[src/sv/dual_mode_cartridge_bank_mapper_top_assert.svh]
// ----------------------------------------------------------------------------
// dual_mode_cartridge_bank_mapper_top_assert.svh
// assertion macros shared by the bank mapper rtl
// ----------------------------------------------------------------------------
`ifndef DUAL_MODE_CARTRIDGE_BANK_MAPPER_TOP_ASSERT_SVH
`define DUAL_MODE_CARTRIDGE_BANK_MAPPER_TOP_ASSERT_SVH

// same-cycle implication, disabled during reset
`define DMCBM_ASSERT_NOW(label, ante, cons, msg) \
  label: assert property (@(posedge clk) disable iff (rst) (ante) |-> (cons)) \
    else $error(msg);

// next-cycle implication, disabled during reset
`define DMCBM_ASSERT_NEXT(label, ante, cons, msg) \
  label: assert property (@(posedge clk) disable iff (rst) (ante) |=> (cons)) \
    else $error(msg);

`endif

[src/sv/dmcbm_pkg.sv]
// ----------------------------------------------------------------------------
// dmcbm_pkg
// types and constants for the dual mode cartridge bank mapper
// ----------------------------------------------------------------------------
`timescale 1ns / 1ps
`default_nettype none

package dmcbm_pkg;

  localparam logic [15:0] MODE_ADDR_MASK = 16'hA131;
  localparam logic [15:0] CMD_ADDR_MASK  = 16'hE001;
  localparam logic [15:0] DIR_ADDR_MASK  = 16'hF003;
  localparam logic [7:0]  CMD_MODE       = 8'd2;
  localparam logic [7:0]  PRG_CMD_MASK   = 8'h3F;
  localparam logic [8:0]  IRQ_FORCE_LINE = 9'd128;
  localparam logic [3:0]  CHR_FIRST_PAGE = 4'hB;
  localparam logic [3:0]  CHR_LAST_PAGE  = 4'hE;

  // command mode registers
  localparam logic [15:0] CMD_BANK_SEL   = 16'h8000;
  localparam logic [15:0] CMD_BANK_DATA  = 16'h8001;
  localparam logic [15:0] CMD_MIRROR     = 16'hA000;
  localparam logic [15:0] CMD_IRQ_LATCH  = 16'hC000;
  localparam logic [15:0] CMD_IRQ_RELOAD = 16'hC001;
  localparam logic [15:0] CMD_IRQ_ACK    = 16'hE000;
  localparam logic [15:0] CMD_IRQ_EN     = 16'hE001;

  // direct mode registers
  localparam logic [15:0] DIR_PRG_LO     = 16'h8000;
  localparam logic [15:0] DIR_PRG_HI     = 16'hA000;
  localparam logic [15:0] DIR_MIRROR     = 16'h9000;

  typedef struct packed {
    logic        mode;
    logic [15:0] address;
    logic [7:0]  data;
    logic [8:0]  line;
  } in_word_t;

  typedef struct packed {
    logic [7:0] prg_bank_lo;
    logic [7:0] prg_bank_hi;
    logic [7:0] chr_bank_0;
    logic [7:0] chr_bank_1;
    logic [7:0] chr_bank_2;
    logic [7:0] chr_bank_3;
    logic [7:0] chr_bank_4;
    logic [7:0] chr_bank_5;
    logic [7:0] chr_bank_6;
    logic [7:0] chr_bank_7;
    logic       mirroring;
    logic       irq_line;
  } out_word_t;

endpackage

`default_nettype wire

[src/sv/dual_mode_cartridge_bank_mapper_top.sv]
// each result word is registered and appears in the cycle after its word is accepted
// throughput: one word per cycle while out_ready keeps the output draining, set by the single state update per word
// in_ready drops only while a result waits and out_ready is low
// synchronous reset clears all mapper state and the output valid
// ----------------------------------------------------------------------------
// dual_mode_cartridge_bank_mapper_top
// cartridge bank mapper with command mode and direct nibble mode,
// plus a scanline irq counter
// ----------------------------------------------------------------------------
`timescale 1ns / 1ps
`default_nettype none

module dual_mode_cartridge_bank_mapper_top (
  input  wire logic                 clk,
  input  wire logic                 rst,
  input  wire logic                 in_valid,
  output      logic                 in_ready,
  input  wire dmcbm_pkg::in_word_t  in_word,
  output      logic                 out_valid,
  input  wire logic                 out_ready,
  output      dmcbm_pkg::out_word_t out_word
);

  import dmcbm_pkg::*;

  `include "dual_mode_cartridge_bank_mapper_top_assert.svh"

  logic [7:0] mode_byte, mode_byte_next;
  logic [7:0] prg_lo, prg_lo_next;
  logic [7:0] prg_hi, prg_hi_next;
  logic [7:0] nib_chr [8];
  logic [7:0] nib_chr_next [8];
  logic [7:0] idx_bank [8];
  logic [7:0] idx_bank_next [8];
  logic [2:0] bank_sel, bank_sel_next;
  logic       mirror_bit, mirror_bit_next;
  logic [7:0] irq_count, irq_count_next;
  logic [7:0] irq_latch, irq_latch_next;
  logic       irq_en, irq_en_next;
  logic       reload_pend, reload_pend_next;
  logic       irq_asserted, irq_asserted_next;

  logic       in_fire;
  logic       is_write;
  logic [15:0] cmd_addr;
  logic [15:0] dir_addr;
  logic [3:0]  page;
  logic [1:0]  page_off;
  logic [2:0]  slot;
  out_word_t   result;

  assign in_ready = !out_valid || out_ready;
  assign in_fire  = in_valid && in_ready;
  assign is_write = !in_word.mode;
  assign cmd_addr = in_word.address & CMD_ADDR_MASK;
  assign dir_addr = in_word.address & DIR_ADDR_MASK;
  assign page     = dir_addr[15:12];
  assign page_off = page[1:0] - CHR_FIRST_PAGE[1:0];
  assign slot     = {page_off, dir_addr[1]};

  always_comb begin
    mode_byte_next    = mode_byte;
    prg_lo_next       = prg_lo;
    prg_hi_next       = prg_hi;
    nib_chr_next      = nib_chr;
    idx_bank_next     = idx_bank;
    bank_sel_next     = bank_sel;
    mirror_bit_next   = mirror_bit;
    irq_count_next    = irq_count;
    irq_latch_next    = irq_latch;
    irq_en_next       = irq_en;
    reload_pend_next  = reload_pend;
    irq_asserted_next = irq_asserted;
    if (is_write) begin
      if ((in_word.address & MODE_ADDR_MASK) == MODE_ADDR_MASK) begin
        mode_byte_next = in_word.data;
      end
      if (mode_byte_next == CMD_MODE) begin
        unique case (cmd_addr)
          CMD_BANK_SEL:   bank_sel_next = in_word.data[2:0];
          CMD_BANK_DATA:  idx_bank_next[bank_sel] = in_word.data;
          CMD_MIRROR:     mirror_bit_next = in_word.data[0];
          CMD_IRQ_LATCH:  irq_latch_next = in_word.data;
          CMD_IRQ_RELOAD: reload_pend_next = 1'b1;
          CMD_IRQ_ACK: begin
            irq_asserted_next = 1'b0;
            irq_en_next       = 1'b0;
          end
          CMD_IRQ_EN:     irq_en_next = 1'b1;
          default: ;
        endcase
      end else begin
        unique case (dir_addr)
          DIR_PRG_LO: prg_lo_next = in_word.data;
          DIR_PRG_HI: prg_hi_next = in_word.data;
          DIR_MIRROR: mirror_bit_next = in_word.data[0];
          default: begin
            if (page >= CHR_FIRST_PAGE && page <= CHR_LAST_PAGE) begin
              if (!dir_addr[0]) begin
                nib_chr_next[slot] = {nib_chr[slot][7:4], in_word.data[3:0]};
              end else begin
                nib_chr_next[slot] = {in_word.data[3:0], nib_chr[slot][3:0]};
              end
            end
          end
        endcase
      end
    end else begin
      if (in_word.line == IRQ_FORCE_LINE && irq_en) begin
        irq_asserted_next = 1'b1;
      end
      if (irq_count == 8'd0 || reload_pend) begin
        irq_count_next   = irq_latch;
        reload_pend_next = 1'b0;
      end else begin
        irq_count_next = irq_count - 8'd1;
      end
      if (irq_count_next == 8'd0 && irq_en) begin
        irq_asserted_next = 1'b1;
      end
    end
  end

  always_comb begin
    if (mode_byte_next == CMD_MODE) begin
      result.prg_bank_lo = idx_bank_next[6] & PRG_CMD_MASK;
      result.prg_bank_hi = idx_bank_next[7] & PRG_CMD_MASK;
      result.chr_bank_0  = {idx_bank_next[0][7:1], 1'b0};
      result.chr_bank_1  = {idx_bank_next[0][7:1], 1'b1};
      result.chr_bank_2  = {idx_bank_next[1][7:1], 1'b0};
      result.chr_bank_3  = {idx_bank_next[1][7:1], 1'b1};
      result.chr_bank_4  = idx_bank_next[2];
      result.chr_bank_5  = idx_bank_next[3];
      result.chr_bank_6  = idx_bank_next[4];
      result.chr_bank_7  = idx_bank_next[5];
    end else begin
      result.prg_bank_lo = prg_lo_next;
      result.prg_bank_hi = prg_hi_next;
      result.chr_bank_0  = nib_chr_next[0];
      result.chr_bank_1  = nib_chr_next[1];
      result.chr_bank_2  = nib_chr_next[2];
      result.chr_bank_3  = nib_chr_next[3];
      result.chr_bank_4  = nib_chr_next[4];
      result.chr_bank_5  = nib_chr_next[5];
      result.chr_bank_6  = nib_chr_next[6];
      result.chr_bank_7  = nib_chr_next[7];
    end
    result.mirroring = !mirror_bit_next;
    result.irq_line  = irq_asserted_next;
  end

  always_ff @(posedge clk) begin
    if (rst) begin
      mode_byte    <= '0;
      prg_lo       <= '0;
      prg_hi       <= '0;
      for (int i = 0; i < 8; i++) begin
        nib_chr[i]  <= '0;
        idx_bank[i] <= '0;
      end
      bank_sel     <= '0;
      mirror_bit   <= 1'b0;
      irq_count    <= '0;
      irq_latch    <= '0;
      irq_en       <= 1'b0;
      reload_pend  <= 1'b0;
      irq_asserted <= 1'b0;
      out_valid    <= 1'b0;
    end else begin
      if (in_fire) begin
        mode_byte    <= mode_byte_next;
        prg_lo       <= prg_lo_next;
        prg_hi       <= prg_hi_next;
        nib_chr      <= nib_chr_next;
        idx_bank     <= idx_bank_next;
        bank_sel     <= bank_sel_next;
        mirror_bit   <= mirror_bit_next;
        irq_count    <= irq_count_next;
        irq_latch    <= irq_latch_next;
        irq_en       <= irq_en_next;
        reload_pend  <= reload_pend_next;
        irq_asserted <= irq_asserted_next;
        out_valid    <= 1'b1;
      end else if (out_ready) begin
        out_valid <= 1'b0;
      end
    end
  end

  always_ff @(posedge clk) begin
    if (in_fire) begin
      out_word <= result;
    end
  end

  `DMCBM_ASSERT_NOW(a_ready_when_empty, !out_valid, in_ready,
    "input stalled with empty output register")
  `DMCBM_ASSERT_NEXT(a_irq_holds_idle, !in_fire, $stable(irq_asserted),
    "irq level changed without an accepted word")
  `DMCBM_ASSERT_NEXT(a_irq_out_match, in_fire, out_word.irq_line == irq_asserted,
    "result irq level differs from state")
  `DMCBM_ASSERT_NEXT(a_mirror_out_match, in_fire, out_word.mirroring == !mirror_bit,
    "result mirroring differs from state")
  `DMCBM_ASSERT_NEXT(a_cmd_prg_masked, in_fire,
    mode_byte != CMD_MODE || out_word.prg_bank_lo[7:6] == 2'b00,
    "command mode prg bank not masked")

endmodule

`default_nettype wire
[config.mk]
export PLATFORM = sky130hd
export DESIGN_NAME = dual_mode_cartridge_bank_mapper_top
export DESIGN_NICKNAME = d
export VERILOG_FILES = /design/src/sv/dmcbm_pkg.sv /design/src/sv/dual_mode_cartridge_bank_mapper_top.sv
export VERILOG_INCLUDE_DIRS = /design/src /design/src/sv
export SDC_FILE = /design/constraint.sdc
export NUM_CORES = 1
export LEC_CHECK = 0
export BUFFER_PORTS_ARGS = -buffer_cell sky130_fd_sc_hd__buf_2
export CAP_MARGIN = 10
export CORE_MARGIN = 4
export CORE_UTILIZATION = 54
export CTS_BUF_LIST = sky130_fd_sc_hd__clkbuf_16
export CTS_CLUSTER_DIAMETER = 60
export DETAILED_ROUTE_END_ITERATION = 12
export PLACE_DENSITY = 0.77
export SLEW_MARGIN = 20
export SYNTH_ARGS = -nofsm -noshare
export SYNTH_HDL_FRONTEND = slang
export SYNTH_SLANG_ARGS = --single-unit
[constraint.sdc]
create_clock -name clk -period 4.3 [get_ports clk]
set_input_delay 0.215 -clock clk [delete_from_list [all_inputs] [get_ports clk]]
set_output_delay 0.215 -clock clk [all_outputs]
set_load 0.03 [all_outputs]
==> flow_metrics.tcl <==
set metrics [dict create \
    ioPinCount 122 \
    antenna_found_initial 2 \
    drv_cap 0 \
    synth_fp_nets 1291 \
    crit_type "reg2reg" \
    drive_above_1_share_pct 19.7 \
    gr-usage-all-layers_pct 25.7 \
    synth_cell_types 74 \
    status "completed" \
    finClkSkew_ns 0.0185 \
    synth_top_area_share_pct 26.7 \
    routed_wl_um 34900 \
    routabilityCongestion 0.876 \
    pre_cts_ws_ns 0.720 \
    cts_buffers 27 \
    fin_crit_sh_pct 71.9 \
    timing.fmax_mhz 324 \
    io_buffers 114 \
    ys.warnings.count 0 \
    cts_tree "built" \
    cts_setup_buffers 0 \
    insertion_delay_ns 0.55 \
    tns_ns 0 \
    worst-r2r-cell-count 6 \
    cts_resized 0 \
    dp_hpwl_um 22600 \
    fin_crit_ns 3.09 \
    htree_levels 1 \
    grt_max_degree 105 \
    peakVddDrop_v 0.000320 \
    yosysSeqAreaShare_pct 46.0 \
    vias_per_cell 6.29 \
    drt.antenna.violating_nets 0 \
    synthAdderAreaFrac_pct 0.588 \
    root_buffer "clkbuf_16" \
    grt-ovfl-total 0 \
    n_fill_cell 1810 \
    crit-reg2reg-launch "out_valid" \
    drtPass1Iterations 8 \
    nets 1352 \
    setup_viol_count_final 0 \
    path_max_fanout 50 \
    synth_edf_count 82 \
    synth_compound_area_share_pct 15.7 \
    vias 10300 \
    slew-limit-headroom_pct 32.0 \
    rsz0062_at_grt "false" \
    synthArstFlopShare_pct 0 \
    mappedNetlistArea_mm2 0.0128 \
    clk_pin_slew_ns 0.06 \
    avgSynthCellArea_um2 10.2 \
    powerDensity_mw_per_mm2 388 \
    initial_core_util_pct 55.7 \
    utilization_pct 63.3 \
    chipHeight_um 162 \
    synthMuxAreaShare_pct 17.4 \
    r2r-end "nib_chr[44]" \
    fin_ws_ns 1.21 \
    first_global_vias 9733 \
    synth_top_family_by_area "multiplexers" \
    grt_pass1_wl_um 54200 \
    synth-xor-area-share_pct 0.0686 \
    fp.coreArea_mm2 0.0229 \
    synth_cells 1247 \
    critPathArrivalTime_ns 3.52 \
    core.rowCount 55 \
    synthSimpleGateAreaFrac_pct 16.2 \
    total_power_uw 5620 \
    fin_area_mm2 0.0145 \
    yosys-top-cells-area "dfxtp_1, edfxtp_1, mux2i_1" \
    startpoint_type "flop" \
    clock_sinks 252 \
    hold_viol_final 0 \
    hold_start "out_ready" \
    clock_path_buffers 3 \
    yosys.area.top_type "dfxtp_1" \
    r2r_slack_ns 1.21 \
    drc 0 \
    hold_class "in2reg" \
    cp-end-kind "flop" \
    place_area_mm2 0.0135 \
    worstSetupStartpoint "out_valid" \
    crit_path_end "nib_chr[44]" \
    wl_per_cell_um 21.2 \
    area_growth_pct 13.7 \
    p_leak_uw 0.00536 \
    worst_pin_slew_ns 1.02 \
    cp.required_ns 4.73 \
    die_area_mm2 0.0262 \
    drt_iter0_drc 1064 \
    synth-main-ff-cell "dfxtp_1" \
    synth-seq-cells 252 \
    dieWidth_um 162 \
    slew_viol_final 0 \
]
worst min path at each step:
stage	slack (ns)	to	cells after the start
2_1_floorplan	0.34	out_valid	2
3_3_place_gp	0.46	nib_chr[7]	2
3_5_place_dp	0.47	nib_chr[37]	2
4_1_cts	0.06	out_valid	3
5_1_grt	0.11	out_valid	3
6_report	0.08	out_valid	3
final cells by class:
class	count	area (um^2)	share of cell area [%]
diodes	1	2.50	0.0172
clock buffers	27	676	4.66
clock inverters	23	320	2.21
inverters	12	47.5	0.328
multi-input cells	873	6390	44.0
flip-flops and latches	252	5870	40.4
well taps	313	392	2.70
repair buffers	142	823	5.67
sequential cells by signal, indices dropped and copies added (netlist names), 3 cells and up:
register   flops
irq_count      8
out_word      82
prg_lo         8
mode_byte      8
nib_chr       64
bank_sel       3
irq_latch      8
prg_hi         8
idx_bank      58
cells in the final DEF, fill, tap and decap left out, types with 6 or more instances in the layout:
cell type	n
nor2_1	128
a22oi_2	17
bufinv_16	7
nand2b_1	28
nor3_1	7
edfxtp_1	82
and2_1	13
clkinv_1	7
a21oi_1	123
nand3b_1	15
nor4_1	6
o21ai_0	25
buf_4	25
mux2i_1	184
and4_1	6
buf_2	113
a2111oi_4	9
clkbuf_16	27
dfxtp_1	170
nand2_1	89
inv_1	11
nand3_1	56
and3_1	6
o221a_2	12
nand4_1	10
ha_1	6
a22oi_1	22
mux4_2	16
a221oi_1	13
where the power goes:
| group | switching, uW | internal (uW) |
|---|---|---|
| Sequential | 24.4 | 2510 |
| Combinational | 374 | 152 |
| Clock | 989 | 1580 |
metrics by stage:
step                instances  hold WS [ns]
global route             1643         0.109
finish                   1643        0.0802
global placement         1591         0.457
CTS                      1642        0.0602
detailed placement       1591         0.465
floorplan                1247         0.344
layer usage:
metal  GRT usage [%]  part of all wire, %  vias up
met5               0                0.037        -
met4            8.61                  3.3        2
met3            4.03                  9.0       97
met2            41.7                   47      555
met1            35.5                   41     4958
li1                -                    -     4725
what timing repair did:
action	in CTS	in global routing
setup endpoints to repair	0	0
endpoints found under the hold margin	1	0
hold buffers	1	0
critical path, stage by stage (launching register included):
cell	delay [ns]
dfxtp_1	0.31
nand2b_1	0.17
nand2_1	0.54
inv_4	0.74
nand4_1	0.74
mux2i_1	0.38
nor2_1	0.06
synth_stat cells (6+ instances only):
cell,n
a2111oi_4,9
a21oi_1,123
a221oi_1,13
a22oi_1,22
a22oi_2,17
and2_1,13
and3_1,6
and4_1,6
buf_1,8
buf_2,19
clkbuf_1,74
dfxtp_1,170
edfxtp_1,82
ha_1,6
inv_1,10
mux2i_1,185
mux4_2,16
nand2_1,89
nand2b_1,28
nand3_1,56
nand3b_1,15
nand4_1,10
nor2_1,128
nor3_1,7
nor4_1,6
o21ai_0,25
o221a_2,12
cell families after synthesis:
logic type                 Yosys count
and+or+nand+nor                    401
AOI/OAI and AO/OA                  263
DFF                                252
muxes                              202
buffers and inverters              122
adders and majority gates            6
xor gates and xnor gates             1
Power figures use the tool's default switching activity.
